--- config.mk ---
export PLATFORM = sky130hd
export DESIGN_NAME = tsq_frac_div
export DESIGN_NICKNAME = d
export VERILOG_FILES = /design/src/design/tsq_pkg.sv /design/src/design/tsq_frac_div.sv
export SDC_FILE = /design/constraint.sdc
export NUM_CORES = 2
export LEC_CHECK = 0
export BUFFER_PORTS_ARGS = -buffer_cell sky130_fd_sc_hd__buf_4
export CELL_PAD_IN_SITES_DETAIL_PLACEMENT = 1
export CELL_PAD_IN_SITES_GLOBAL_PLACEMENT = 2
export CORE_UTILIZATION = 45
export DETAILED_ROUTE_END_ITERATION = 8
export PLACE_DENSITY_LB_ADDON = 0.05
export SETUP_SLACK_MARGIN = 0.1
export SLEW_MARGIN = 15
export SYNTH_ARGS = -nofsm -noshare
export SYNTH_HDL_FRONTEND = slang
export SYNTH_SLANG_ARGS = --single-unit
export TNS_END_PERCENT = 30
--- constraint.sdc ---
create_clock -name clk -period 4.4 [get_ports clk]
set_clock_uncertainty 0.1 [all_clocks]
set_input_delay 0.44 -clock clk [delete_from_list [all_inputs] [get_ports clk]]
set_output_delay 0.44 -clock clk [all_outputs]
set_load 0.1 [all_outputs]
--- src/design/tsq_pkg.sv ---
package tsq_pkg;

    // Field and datapath widths.
    localparam int COORD_BITS = 12;
    localparam int FRAC_BITS  = 16;
    localparam int WIDTH_BITS = 9;
    localparam int OUT_BITS   = COORD_BITS + 1;
    localparam int SQ_BITS    = 2 * COORD_BITS + 1;
    localparam int Q_BITS     = 2 * FRAC_BITS + 1;
    localparam int ROOT_BITS  = FRAC_BITS + 1;
    localparam int FIX_BITS   = COORD_BITS + FRAC_BITS + 2;
    localparam int OFF_BITS   = WIDTH_BITS + ROOT_BITS;
    localparam int SHIFT      = FRAC_BITS + 1;

    // Pipeline depths.
    localparam int DIV_LAT   = Q_BITS;
    localparam int SQRT_LAT  = ROOT_BITS;
    localparam int SIDE_LEN  = 3 + DIV_LAT + SQRT_LAT + 1;
    localparam int VALID_LEN = SIDE_LEN + 2;

    // Segment kind codes.
    localparam logic [1:0] KIND_EQ_X = 2'd0;
    localparam logic [1:0] KIND_EQ_Y = 2'd1;
    localparam logic [1:0] KIND_DIAG = 2'd2;

    // Register map.
    localparam logic REG_BAND_WIDTH = 1'b0;
    localparam logic [WIDTH_BITS-1:0] BAND_WIDTH_RESET = 9'd16;

    // Segment data that travels beside the divide and root pipelines.
    typedef struct packed {
        logic [1:0]            kind;
        logic [COORD_BITS-1:0] p1x;
        logic [COORD_BITS-1:0] p1y;
        logic [COORD_BITS-1:0] p2x;
        logic [COORD_BITS-1:0] p2y;
        logic                  dy_neg;
    } side_t;

endpackage

--- src/design/tsq_frac_div.sv ---
module tsq_frac_div
    import tsq_pkg::*;
(
    input  logic               clk,
    input  logic               adv,
    input  logic [SQ_BITS-1:0] num,
    input  logic [SQ_BITS-1:0] den,
    output logic [Q_BITS-1:0]  quot
);

    logic [SQ_BITS-1:0] rem_reg [DIV_LAT];
    logic [SQ_BITS-1:0] den_reg [DIV_LAT];
    logic [Q_BITS-1:0]  q_reg   [DIV_LAT];

    // First stage takes the integer part, which is one only when num equals den.
    always_ff @(posedge clk)
    begin
        if (adv)
        begin
            den_reg[0] <= den;
            if (num == den)
            begin
                rem_reg[0] <= '0;
                q_reg[0]   <= Q_BITS'(1);
            end
            else
            begin
                rem_reg[0] <= num;
                q_reg[0]   <= '0;
            end
        end
    end

    // One restoring quotient bit per stage.
    for (genvar k = 1; k < DIV_LAT; k++)
    begin : g_step
        logic [SQ_BITS:0]   rem_dbl;
        logic               ge;
        logic [SQ_BITS:0]   rem_sub;

        assign rem_dbl = {rem_reg[k-1], 1'b0};
        assign ge      = rem_dbl >= {1'b0, den_reg[k-1]};
        assign rem_sub = rem_dbl - {1'b0, den_reg[k-1]};

        always_ff @(posedge clk)
        begin
            if (adv)
            begin
                den_reg[k] <= den_reg[k-1];
                rem_reg[k] <= ge ? rem_sub[SQ_BITS-1:0] : rem_dbl[SQ_BITS-1:0];
                q_reg[k]   <= {q_reg[k-1][Q_BITS-2:0], ge};
            end
        end
    end

    assign quot = q_reg[DIV_LAT-1];

endmodule

==> impl_metrics.py <==
metrics = {
    "run_status": {
        "status": "complete, no violations",
    },
    "die": {
        "die_h_um": 503.7,
        "core_area_um2": 249300,
        "die_x_um": 503.7,
        "num_rows": 183,
        "io_pins": 85,
        "start_util_pct": 45.43,
        "dieArea_um2": 253800,
    },
    "clock_tree": {
        "htree_levels": 4,
        "root_buffer": "clkbuf_16",
        "cts_buffer_depth": 3,
        "numCtsBuffers": 236,
        "path_clk_slew_ns": 0.06,
        "cts.sinks": 2161,
        "cts_tree": "yes",
        "clock_latency_ns": 0.91,
    },
    "setup_path": {
        "crit_path_end_kind": "flip-flop",
        "worstPathCellList": "inv_1 -> ha_1 -> nor2b_1 -> o31a_1 -> o31ai_1 -> a21oi_1 -> o221ai_2 -> o41ai_1 -> nand3_1 -> a31oi_1 -> a2111oi_4 -> buf_6 -> inv_2 -> mux2_2",
        "worst_path_max_delay_cell": "edfxtp_1",
        "path_class": "flip-flop to flip-flop",
        "crit_path_start_kind": "flip-flop",
        "crit_fanout": 32,
        "arrival_ns": 4.68,
        "slowest_delay_ns": 0.48,
        "reg2regPathDepth": 14,
        "crit_required_ns": 4.94,
        "reg2reg_slack_ns": 0.26,
    },
    "logic_synthesis": {
        "ys_seq_area_share_pct": 57.28,
        "ys.flop_type": "edfxtp_1",
        "ys_seq_elements": 2161,
        "syn_inst": 9478,
        "synthesis.area_um2": 113300,
        "ys_warn_count": 0,
        "synth_fp_nets": 10360,
        "synthArstFlopShare_pct": 0,
        "synth-edff-count": 2161,
        "syn_area_per_cell_um2": 11.95,
        "synth.distinct_cells": 95,
    },
    "routing": {
        "first_pass_iters": 5,
        "wirelength_um": 272600,
        "route.detailed.drc": 0,
        "drt-initial-drc-count": 4328,
        "drt-vias-per-instance": 5.397,
        "drtAntennaViolNets": 0,
        "wire_per_inst_um": 20.53,
        "num_vias": 71670,
    },
    "power": {
        "pwr-share-clk_pct": 21.7,
        "switchingPower_w": 0.03498,
        "power.share.sequential_pct": 35.6,
        "p_int_w": 0.06015,
        "ir_drop_uv": 459.5,
        "p_comb_share_pct": 42.7,
        "p_leak_nw": 51.24,
        "swShare_pct": 36.77,
        "power_density_nw_per_um2": 747.9,
    },
    "hold_path": {
        "hold_path.class": "input pin to flip-flop",
        "min_path_cells": 2,
    },
    "sta": {
        "fmax_mhz": 241.3,
        "slew-limit-headroom_pct": 29.59,
        "finalMaxSlewViolations": 0,
        "period_minus_slack_ns": 4.144,
        "setup_slack_ns": 0.2559,
        "hold_viol_final": 0,
        "finalSetupViolations": 0,
        "fin_crit_sh_pct": 94.18,
        "fin_tns_setup_ns": 0,
        "tightestPinTransition_ns": 1.056,
        "grt_setup_unrepaired": "yes",
    },
    "placement": {
        "place_area_um2": 118400,
        "hpwl_um": 204700,
        "place_ws_ns": 0.1346,
        "portBuffers": 84,
        "place_congestion": 0.8547,
    },
    "grt": {
        "grt_first_pass_wirelength_um": 427300,
        "grt_overflow": 0,
        "first_global_vias": 74830,
        "antenna_found_initial": 4,
        "grt_usage_pct": 21.26,
        "grt_max_degree": 163,
    },
    "cells_and_area": {
        "nets": 10630,
        "final_common_cell": "edfxtp_1",
        "drive_gt1_share_pct": 9.096,
        "fillers": 25640,
        "area_growth_pct": 12.27,
        "final_cell_mix": "edfxtp_1 (2161), inv_1 (955), ha_1 (799)",
        "fin_area_um2": 127200,
    },
    "run": {
        "drv_cap": 0,
    },
}
-- metal layers --
layer	routed length (um)	global-route usage, %	vias to the layer above	part of all wire, %
met4	4919	4.436	0	1.8
met1	121600	27.67	35470	45
met3	7540	2.296	309	2.8
li1	-	-	35130	-
met5	0	0	-	0
met2	138600	38.02	767	51
-- layout make-up --
type | count | area (um^2) | share of cell area [%]
repair buffers | 243 | 2380 | 1.871
diodes | 2 | 5.005 | 0.003935
inverters | 958 | 3596 | 2.827
well taps | 3330 | 4167 | 3.276
clock inverters | 175 | 2181 | 1.715
multi-input cells | 6144 | 43940 | 34.55
clock buffers | 268 | 6026 | 4.738
flip-flops and latches | 2161 | 64890 | 51.02
-- synthesized netlist by cell type (all sizes together) (46+ instances only) --
library cell,n,area [um^2]
edfxtp,2161,64890
inv,958,3596
ha,799,9997
a21oi,733,3676
o21ai,633,3172
nand2,619,2323
nor2,536,2012
a21o,376,2823
xnor2,368,3223
xor2,279,2444
mux2,253,2909
nand3,132,660.6
clkbuf,129,484.2
nand2b,127,794.5
nor2b,123,769.5
nor3,123,615.6
nand4,108,675.7
o21a,105,788.3
buf,87,576.8
o21bai,79,593.1
a31oi,68,455.4
and3,56,350.3
o31ai,54,410.4
and2,52,325.3
a211oi,46,350.3
-- metrics by stage --
stage	hold WS [ns]	util, %	total power [W]	instances
after detailed placement	0.3051	47.47	0.07484	12780
final	0.1992	51.01	0.09513	13280
after global placement	0.3003	47.47	0.07389	12780
after global routing	0.1406	51.01	0.1018	13280
after CTS	0.1013	50.97	0.09617	13280
after floorplan	0.3003	-	0.06286	9478
-- timing repair --
item | in CTS | in global routing
hold buffers | 51 | 0
buffers inserted | 0 | 3
gates cloned | 0 | 1
pin swaps | 1 | 3
endpoints found under the hold margin | 108 | 0
endpoints found under the setup margin | 1 | 93
resized for setup | 0 | 11
-- final timing paths --
check	startpoint	endpoint
max	den_reg[0][277]	rem_reg[0][323]
min	den[4]	den_reg[0][4]
max reg2reg	den_reg[0][277]	rem_reg[0][323]
min reg2reg	q_reg[0][926]	q_reg[0][960]
-- cells by family (layout without fill, tap and decap cells) --
| family | count (synthesis) | after routing | share of synthesized area [%] |
|---|---|---|---|
| other cells | 0 | 2 | 0 |
| flops | 2161 | 2161 | 57.28 |
| buf+inv | 1174 | 1644 | 4.111 |
| xor+xnor | 647 | 647 | 5.002 |
| fa+ha+maj | 830 | 830 | 9.372 |
| mux | 265 | 265 | 2.674 |
| compound gates | 2368 | 2369 | 13.03 |
| simple gates | 2033 | 2033 | 8.531 |
-- power by group through the flow --
| stage | combinational (W) | sequential (W) | clock, W |
|---|---|---|---|
| 4_1_cts | 0.0408 | 0.0340 | 0.0213 |
| 6_report | 0.0406 | 0.0338 | 0.0207 |
| 2_1_floorplan | 0.0308 | 0.0321 | 0 |
| 5_1_grt | 0.0455 | 0.0343 | 0.0220 |
| 3_5_place_dp | 0.0404 | 0.0344 | 0 |
| 3_3_place_gp | 0.0395 | 0.0344 | 0 |
-- worst max-delay path: cells and delay by family, from the launching register on --
| kind | cells | cell delay [ns] |
|---|---|---|
| flip-flops | 1 | 0.48 |
| multiplexers | 1 | 0.28 |
| adder cells (fa/ha/maj) | 1 | 0.35 |
| buffers and inverters | 3 | 0.46 |
| AO/OA/AOI/OAI | 7 | 1.92 |
| AND/OR/NAND/NOR | 2 | 0.29 |
(Power assumes the default switching activity.)
