===== src/design/tsq_pkg.sv =====
package tsq_pkg;

    // Field and datapath widths.
    localparam int COORD_BITS = 12;
    localparam int FRAC_BITS  = 16;
    localparam int WIDTH_BITS = 9;
    localparam int OUT_BITS   = COORD_BITS + 1;
    localparam int SQ_BITS    = 2 * COORD_BITS + 1;
    localparam int Q_BITS     = 2 * FRAC_BITS + 1;
    localparam int ROOT_BITS  = FRAC_BITS + 1;
    localparam int FIX_BITS   = COORD_BITS + FRAC_BITS + 2;
    localparam int OFF_BITS   = WIDTH_BITS + ROOT_BITS;
    localparam int SHIFT      = FRAC_BITS + 1;

    // Pipeline depths.
    localparam int DIV_LAT   = Q_BITS;
    localparam int SQRT_LAT  = ROOT_BITS;
    localparam int SIDE_LEN  = 3 + DIV_LAT + SQRT_LAT + 1;
    localparam int VALID_LEN = SIDE_LEN + 2;

    // Segment kind codes.
    localparam logic [1:0] KIND_EQ_X = 2'd0;
    localparam logic [1:0] KIND_EQ_Y = 2'd1;
    localparam logic [1:0] KIND_DIAG = 2'd2;

    // Register map.
    localparam logic REG_BAND_WIDTH = 1'b0;
    localparam logic [WIDTH_BITS-1:0] BAND_WIDTH_RESET = 9'd16;

    // Segment data that travels beside the divide and root pipelines.
    typedef struct packed {
        logic [1:0]            kind;
        logic [COORD_BITS-1:0] p1x;
        logic [COORD_BITS-1:0] p1y;
        logic [COORD_BITS-1:0] p2x;
        logic [COORD_BITS-1:0] p2y;
        logic                  dy_neg;
    } side_t;

endpackage


===== src/design/tsq_isqrt.sv =====
module tsq_isqrt
    import tsq_pkg::*;
(
    input  logic                 clk,
    input  logic                 adv,
    input  logic [Q_BITS-1:0]    val,
    output logic [ROOT_BITS-1:0] root
);

    localparam int X_BITS   = 2 * ROOT_BITS;
    localparam int REM_BITS = ROOT_BITS + 3;

    logic [X_BITS-1:0]    x_reg    [SQRT_LAT];
    logic [REM_BITS-1:0]  rem_reg  [SQRT_LAT];
    logic [ROOT_BITS-1:0] root_reg [SQRT_LAT];

    // One root bit per stage, two radicand bits consumed each time.
    for (genvar k = 0; k < SQRT_LAT; k++)
    begin : g_step
        logic [X_BITS-1:0]    x_prev;
        logic [REM_BITS-1:0]  rem_prev;
        logic [ROOT_BITS-1:0] root_prev;
        logic [REM_BITS-1:0]  rem_sh;
        logic [REM_BITS-1:0]  trial;
        logic                 ge;

        if (k == 0)
        begin : g_first
            assign x_prev    = X_BITS'(val);
            assign rem_prev  = '0;
            assign root_prev = '0;
        end
        else
        begin : g_next
            assign x_prev    = x_reg[k-1];
            assign rem_prev  = rem_reg[k-1];
            assign root_prev = root_reg[k-1];
        end

        assign rem_sh = {rem_prev[REM_BITS-3:0], x_prev[X_BITS-1 -: 2]};
        assign trial  = {1'b0, root_prev, 2'b01};
        assign ge     = rem_sh >= trial;

        always_ff @(posedge clk)
        begin
            if (adv)
            begin
                x_reg[k]    <= {x_prev[X_BITS-3:0], 2'b00};
                rem_reg[k]  <= ge ? rem_sh - trial : rem_sh;
                root_reg[k] <= {root_prev[ROOT_BITS-2:0], ge};
            end
        end
    end

    assign root = root_reg[SQRT_LAT-1];

endmodule


===== config.mk =====
export PLATFORM = sky130hd
export DESIGN_NAME = tsq_isqrt
export DESIGN_NICKNAME = d
export VERILOG_FILES = /design/src/design/tsq_pkg.sv /design/src/design/tsq_isqrt.sv
export SDC_FILE = /design/constraint.sdc
export NUM_CORES = 1
export LEC_CHECK = 0
export BUFFER_PORTS_ARGS = -buffer_cell sky130_fd_sc_hd__buf_2
export CAP_MARGIN = 20
export CORE_MARGIN = 5
export CORE_UTILIZATION = 50
export CTS_BUF_LIST = sky130_fd_sc_hd__clkbuf_4 sky130_fd_sc_hd__clkbuf_8
export CTS_CLUSTER_DIAMETER = 120
export DETAILED_ROUTE_END_ITERATION = 7
export PLACE_DENSITY = 0.63
export REMOVE_ABC_BUFFERS = 1
export SLEW_MARGIN = 10
export SYNTH_ARGS = -nofsm -noshare
export SYNTH_HDL_FRONTEND = slang
export SYNTH_SLANG_ARGS = --single-unit

===== constraint.sdc =====
create_clock -name clk -period 5.9 [get_ports clk]
set_input_delay 0.59 -clock clk [delete_from_list [all_inputs] [get_ports clk]]
set_output_delay 0.59 -clock clk [all_outputs]
set_load 0.03 [all_outputs]

==> flow_summary.ini, run 1 <==
[floorplan]
io_pins = 52
rows = 93
coreArea_um2 = 64000
die_area_um2 = 69400
die_h_um = 263
start_util_pct = 50.2
die_w_um = 263

[worst_hold_path]
hold_start = val[12]
hold_path_end = x_reg[0][12]
min_path_cells = 1
hp-class = in -> reg

[layout]
final_util_pct = 56.4
final_layout_size_suffix_gt1_share_pct = 12.6
largest_reg_flops = 272
fill_cells = 5271
area_delta_synth_final_pct = 12.3
fin_area_um2 = 36100
layoutNonFillerInstCount = 3515
nets = 2773

[sta]
maxSlewHeadroom_pct = 37.2
drv_slew = 0
setup_viol = 0
fin_skew_ps = 41.1
rsz0062_at_grt = false
tns_ps = 0
hold_viol_final = 0
max_freq_ghz = 0.292
period_minus_slack_ps = 3430
worst-slew-pin-transition_ps = 936
fin_crit_sh_pct = 58.1

[power_and_ir_drop]
p_leak_nw = 13.8
vdd_drop_max_mv = 0.242
power_density_nw_per_um2 = 348

[drt]
viasPerCell = 5.43
dr.first_iter.drc_count = 1248
dr.pass1.iters = 5
vias = 19100
antenna_left = 0
wirelength_um = 57800
wl_per_cell_um = 16.4
route.detailed.drc = 0

[synthesis]
synthTopCellsByArea = edfxtp_1 64%, ha_1 6.6%, xnor2_1 2.9%
synth.distinct_cells = 91
ys_seq_area_share_pct = 64.4
synth_top_area_cell = edfxtp_1
yosysMostFrequentCell = edfxtp_1
synth_commonest_cells = 689 x edfxtp_1, 204 x inv_1, 170 x ha_1
synth_edf_count = 689
syn_avg_cell_area_um2 = 13.5
yosysTopAreaCellShare_pct = 64.4
synth.cell_area_um2 = 32100
yosys_register_bits = 689
yosys_warnings = 0
netlist_instances = 2386
synthFlopType = edfxtp_1
synthArstFlopShare_pct = 0

[global_route]
grt_max_degree = 156
antenna_found_initial = 2
grt_usage_pct = 16.4
grt_pass1_wl_um = 95200
grt.overflow.total = 0
grt_pass1_vias = 18900

[run]
cap_viol_max_count = 0

[place]
dp_cells = 3277
placed_cell_area_um2 = 33500
gp_congestion = 0.871
port_buffers = 51
hpwlAfterDp_um = 40400

[critical_path]
crit_arrival_ps = 3880
cp.required_ps = 6350
path_max_fanout = 17
rr_endpoint = rem_reg[0][304]
start_kind = flip-flop
reg2reg_from = rem_reg[0][283]
reg2regPathDepth = 7
r2r_setup_slack_ps = 2470
setup.worst_path.end_class = flip-flop
crit_type = reg -> reg

[clock_network]
clk_pin_slew_ps = 60
htreeDepth = 3
clk-insertion-delay-late_ps = 730
cts-root-buf = clkbuf_8
cts.path.max_buffers = 3
cts_tree = done
ctsResizeCount = 0
cts.sinks = 689
cts_buffers = 112

[status]
status = finished clean
[layout make-up]
class | instances | area [um^2] | share of cell area (%)
Tap cell | 855 | 1070 | 2.97
Antenna cell | 1 | 2.50 | 0.00694
Inverter | 206 | 776 | 2.15
Sequential cell | 689 | 20700 | 57.4
Clock buffer | 144 | 1780 | 4.94
Multi-Input combinational cell | 1465 | 10500 | 29.2
Timing Repair Buffer | 94 | 723 | 2.01
Clock inverter | 61 | 475 | 1.32
[what timing repair did]
action / in CTS / in global routing
endpoints found under the hold margin: 29 / 2
buffers inserted: 0 / 0
hold buffers: 29 / 2
[placed cells by master, fill, tap and decap left out, drive strengths merged, types with 31 or more instances in the layout]
cell and instances:
a21oi 131, nor2 159, inv 212, nor3 65, clkinv 49, nor4 32, or3 35, o21ai 101
nand3 33, mux2 56, buf 63, ha 170, xnor2 107, dlygate4sd3 31, edfxtp 689, xor2 85
nand2 114, clkbuf 144
[where the power goes]
part	leakage [nW]	switching, W	internal [W]
Sequential	6.60	0.000294	0.00607
Clock	1.19	0.00189	0.00223
Combinational	6.03	0.00116	0.000916
Total	13.8	0.00334	0.00921
[kinds of logic after synthesis]
group	share of synthesized area, %
DFF	64.4
and+or+nand+nor	9.43
AOI/OAI and AO/OA	9.29
buffers and inverters	2.78
xor gates and xnor gates	5.24
adders and majority gates	6.62
muxes	2.21
other	0.0117
[metrics by stage]
step / power (W) / setup slack [ps] / hold WS, ps
after floorplan: 0.00789 / 2630 / 400
after detailed placement: 0.00851 / 2540 / 405
final: 0.0126 / 2470 / 78.6
after global placement: 0.00845 / 2630 / 400
after CTS: 0.0127 / 2520 / 3.23
after global routing: 0.0132 / 2320 / 15.7
[worst max path at each step]
stage	start	end	slack, ps	cells after the start
finish	rem_reg[0][283]	rem_reg[0][304]	2470	7
global route	root_reg[0][241]	rem_reg[0][307]	2320	8
CTS	root_reg[0][241]	rem_reg[0][304]	2520	8
detailed placement	rem_reg[0][283]	rem_reg[0][304]	2540	7
global placement	rem_reg[0][283]	rem_reg[0][302]	2630	7
floorplan	rem_reg[0][251]	rem_reg[0][266]	2630	7
[worst max-delay path, stage by stage, from the launching register on]
cell	delay, ps
edfxtp_1	380
ha_1	400
nand4_1	230
a211oi_1	480
o21ai_0	220
a211o_1	430
a31oi_4	600
mux2_2	420
[layer usage]
layer | share of wire, % | GRT usage, % | routed length, um
met3 | 5.2 | 3.59 | 3000
met5 | 0.022 | 0 | 13
met1 | 45 | 22.4 | 26100
met2 | 47 | 26.5 | 27200
met4 | 2.6 | 5.48 | 1500
No activity file was read; power rests on OpenSTA's default activity.
==> run 2, diff against run 1 <==
--- a/config.mk
+++ b/config.mk
@@ -12,7 +12,7 @@
 export CTS_BUF_LIST = sky130_fd_sc_hd__clkbuf_4 sky130_fd_sc_hd__clkbuf_8
 export CTS_CLUSTER_DIAMETER = 120
 export DETAILED_ROUTE_END_ITERATION = 7
-export PLACE_DENSITY = 0.63
+export PLACE_DENSITY = 0.65
 export REMOVE_ABC_BUFFERS = 1
 export SLEW_MARGIN = 10
 export SYNTH_ARGS = -nofsm -noshare
==> constraint.sdc (replaced) <==
create_clock -name clk -period 2.95 [get_ports clk]
set_input_delay 0.295 -clock clk [delete_from_list [all_inputs] [get_ports clk]]
set_output_delay 0.295 -clock clk [all_outputs]
set_load 0.03 [all_outputs]
==> flow_summary.ini, run 2 (synthesized netlist as in run 1, its figures left out) <==
[drt]
vias = 19300
wl_per_cell_um = 16.6
antenna_left = 0
route.detailed.drc = 0
dr.pass1.iters = 5
viasPerCell = 5.40
dr.first_iter.drc_count = 1324
wirelength_um = 59600

[global_route]
grt_pass1_wl_um = 99100
grt_pass1_vias = 19600
antenna_found_initial = 1
grt_max_degree = 93
grt_usage_pct = 17.2
grt.overflow.total = 0

[sta]
drv_slew = 0
period_minus_slack_ps = 2790
worst-slew-pin-transition_ps = 730
maxSlewHeadroom_pct = 50.9
fin_skew_ps = 30.3
setup_viol = 0
fin_hold_ws_ps = 281
rsz0062_at_grt = false
fin_crit_sh_pct = 94.5
hold_viol_final = 0
max_freq_ghz = 0.359

[place]
gp_congestion = 0.892
placed_cell_area_um2 = 34100
port_buffers = 51
dp_cells = 3346
hpwlAfterDp_um = 42700

[clock_network]
cts.path.max_buffers = 3
cts_tree = done
cts-root-buf = clkbuf_8
clk_pin_slew_ps = 60
clk-insertion-delay-late_ps = 710
cts_buffers = 113
htreeDepth = 3
cts.sinks = 689

[floorplan]
die_area_um2 = 69400
rows = 93
coreArea_um2 = 64000
start_util_pct = 50.2
die_w_um = 263
die_h_um = 263
io_pins = 52

[critical_path]
start_kind = flip-flop
reg2regPathDepth = 10
crit_type = reg -> reg
crit_arrival_ps = 3250
cp.required_ps = 3410
setup.worst_path.end_class = flip-flop
path_max_fanout = 15

[power_and_ir_drop]
vdd_drop_max_mv = 0.459
total_power_w = 0.0252
power_density_nw_per_um2 = 687
p_leak_nw = 14.2

[layout]
final_layout_size_suffix_gt1_share_pct = 15.1
layout_common_cells = 689 x edfxtp_1, 204 x inv_1, 167 x ha_1, 159 x nor2_1, 131 x a21oi_1
fill_cells = 5184
fin_area_um2 = 36800
layout_commonest_cell = edfxtp_1
area_delta_synth_final_pct = 14.5
nets = 2845
layoutNonFillerInstCount = 3583
largest_reg_flops = 272

[worst_hold_path]
min_path_cells = 2
hp-class = in -> reg

[run]
cap_viol_max_count = 0

[status]
status = finished clean
run 2: critical path: stages, from the launching register on:
cell      delay [ps]
edfxtp_1         350
inv_1             50
ha_2             370
nand4_1          160
a211oi_2         190
buf_4            160
o21ai_0          110
a211o_1          360
a31oi_4          240
buf_12           180
mux2_2           350
run 2: final timing paths:
path,start,to,slack (ps)
min,val[26],x_reg[0][26],280
max reg2reg,root_reg[0][243],rem_reg[0][310],160
max,root_reg[0][243],rem_reg[0][310],160
min reg2reg,x_reg[0][117],x_reg[0][151],410
run 2: metal layers:
metal	wire [um]	track usage (%)	vias up
li1	-	-	9527
met1	27600	23.9	9289
met2	27800	27.6	413
met3	2850	3.13	114
met4	1450	5.90	0
met5	0	0	-
run 2: layout make-up:
cell class,instances,area [um^2],area share (%)
timing repair buffer,165,1420,3.86
inverter,206,776,2.11
clock inverter,50,360,0.980
antenna,1,2.50,0.00681
clock buffer,152,1850,5.03
sequential,689,20700,56.3
multi-input combinational,1465,10600,28.8
tap,855,1070,2.91
run 2: what timing repair did:
action / CTS / global route
endpoints found under the setup margin: 0 / 38
hold buffers: 34 / 0
hold endpoints to repair: 44 / 0
buffers inserted: 0 / 0
resized for setup: 0 / 9
run 2: power breakdown:
group / leakage (nW) / internal (W) / switching, W
combinational: 6.42 / 0.00201 / 0.00240
sequential: 6.60 / 0.0121 / 0.000607
clock: 1.17 / 0.00436 / 0.00372
total: 14.2 / 0.0185 / 0.00673
run 2: through the flow:
| step | setup TNS [ps] | util, % | setup WS (ps) |
|---|---|---|---|
| final | 0 | 57.4 | 161 |
| after detailed placement | 0 | 53.4 | 123 |
| after CTS | 0 | 57.3 | 82.6 |
| after global routing | 0 | 57.4 | 8.74 |
| after global placement | 0 | 53.4 | 122 |
| after floorplan | -3940 | - | -319 |
==> run 3, diff against run 2 <==
--- a/config.mk
+++ b/config.mk
@@ -5,6 +5,7 @@
 export SDC_FILE = /design/constraint.sdc
 export NUM_CORES = 1
 export LEC_CHECK = 0
+export ABC_CLOCK_PERIOD_IN_PS = 2950
 export BUFFER_PORTS_ARGS = -buffer_cell sky130_fd_sc_hd__buf_2
 export CAP_MARGIN = 20
 export CORE_MARGIN = 5
@@ -13,6 +14,7 @@
 export CTS_CLUSTER_DIAMETER = 120
 export DETAILED_ROUTE_END_ITERATION = 7
 export PLACE_DENSITY = 0.65
+export RECOVER_POWER = 25
 export REMOVE_ABC_BUFFERS = 1
 export SLEW_MARGIN = 10
 export SYNTH_ARGS = -nofsm -noshare
==> flow_summary.ini, run 3 (synthesized netlist as in run 1, its figures left out) <==
[clock_network]
htreeDepth = 3
cts_buffers = 113
clk_pin_slew_ps = 60
cts.sinks = 689
clk-insertion-delay-late_ps = 710
cts_setup_buffers = 0
cts_tree = done
cts-root-buf = clkbuf_8
cts.path.max_buffers = 3

[critical_path]
reg2regPathDepth = 8
start_kind = flip-flop
crit_start = root_reg[0][221]
cp.required_ps = 3410
crit_arrival_ps = 3250
slowest_delay_ps = 540
crit_type = reg -> reg
reg2reg_from = root_reg[0][221]
path_max_fanout = 12
crit_path_cell_trace = inv_1 -> ha_1 -> nor2b_1 -> o221ai_1 -> a211oi_1 -> or3b_2 -> buf_4 -> mux2_2
rr_endpoint = rem_reg[0][293]
cp_slowest_cell = or3b_2
r2r_setup_slack_ps = 160
setup.worst_path.end_class = flip-flop

[floorplan]
die_area_um2 = 69400
coreArea_um2 = 64000
rows = 93
die_h_um = 263
start_util_pct = 50.2
die_w_um = 263
io_pins = 52

[sta]
rsz0062_at_grt = false
hold_viol_final = 0
maxSlewHeadroom_pct = 50.9
drv_slew = 0
tns_ps = 0
period_minus_slack_ps = 2790
fin_crit_sh_pct = 94.6
fin_skew_ps = 31.4
max_freq_ghz = 0.358
fin_hold_ws_ps = 281
setup_ws_ps = 160
worst-slew-pin-transition_ps = 730
setup_viol = 0

[global_route]
grt_max_degree = 93
grt_usage_pct = 17.2
antenna_found_initial = 1
grt_pass1_wl_um = 99100
grt_pass1_vias = 19600
grt.overflow.total = 0

[layout]
fill_cells = 5186
area_delta_synth_final_pct = 14.5
seq_area_um2 = 20700
multi_input_area_um2 = 10600
layout_common_cells = 689 x edfxtp_1, 204 x inv_1, 167 x ha_1, 159 x nor2_1, 131 x a21oi_1
largest_reg_flops = 272
nets = 2845
layout_commonest_cell = edfxtp_1
final_layout_size_suffix_gt1_share_pct = 15.0

[run]
cap_viol_max_count = 0

[drt]
antenna_left = 0
viasPerCell = 5.40
dr.first_iter.drc_count = 1308
route.detailed.drc = 0
wl_per_cell_um = 16.6
wirelength_um = 59500
vias = 19300
dr.pass1.iters = 5

[worst_hold_path]
hold_start = val[26]
hold_path_end = x_reg[0][26]
min_path_cells = 2
hp-class = in -> reg

[power_and_ir_drop]
p_leak_nw = 14.2
power_density_nw_per_um2 = 687
vdd_drop_max_mv = 0.459

[place]
gp_congestion = 0.892
port_buffers = 51
hpwlAfterDp_um = 42700
preCtsSetupSlack_ps = 123

[status]
status = finished clean
## run 3: cell types whose count changed in the layout (fill, tap and decap cells not counted)
cell / change
buf_2: -2
clkbuf_1: +2
## run 3: timing repair
item                                   CTS  global route
resized for setup                        0             9
hold buffers                            34             0
endpoints found under the hold margin   44             0
setup endpoints to repair                0            38
## run 3: per-stage QoR
| step | total power, W | utilization [%] | cell area, um^2 | instances |
|---|---|---|---|---|
| 6_report | 0.0252 | 57.4 | 36800 | 3583 |
| 5_1_grt | 0.0266 | 57.4 | 36800 | 3583 |
| 4_1_cts | 0.0255 | 57.3 | 36700 | 3582 |
| 3_5_place_dp | 0.0173 | 53.4 | 34100 | 3346 |
| 3_3_place_gp | 0.0172 | 53.4 | 34100 | 3346 |
| 2_1_floorplan | 0.0158 | - | 32000 | 2360 |
## run 3: area by class of cell
type                       count  share of cell area, %
clock inverter                50                  0.980
inverter                     206                   2.11
timing repair buffer         165                   3.85
sequential                   689                   56.3
clock buffer                 152                   5.03
multi-input combinational   1465                   28.8
antenna                        1                0.00681
tap                          855                   2.91
## run 3: worst max-delay path: cells and delay by family, from the launching register on
kind,cells,cell delay [ps]
buf+inv,2,270
compound gates,2,530
mux,1,270
flops,1,440
simple gates,2,710
fa+ha+maj,1,330
## run 3: report_power, final
group	internal [W]	leakage, nW	switching, W	total [W]
logic	0.00201	6.42	0.00240	0.00441
registers	0.0121	6.60	0.000607	0.0127
clock network	0.00436	1.17	0.00373	0.00809
## run 3: metal layers
metal / wire length, um / share of wire, % / GRT usage [%]
met3: 2820 / 4.7 / 3.13
met1: 27500 / 46 / 23.9
met5: 0 / 0 / 0
met2: 27800 / 47 / 27.6
met4: 1430 / 2.4 / 5.90
## run 3: how the worst max path moves through the flow
stage                     cells past startpoint  slack [ps]               to
after floorplan                               7        -320  rem_reg[0][266]
after CTS                                     5          80  rem_reg[0][211]
after global placement                        9         120  rem_reg[0][227]
final                                         8         160  rem_reg[0][293]
after global routing                          9           9  rem_reg[0][306]
after detailed placement                      5         120  rem_reg[0][205]
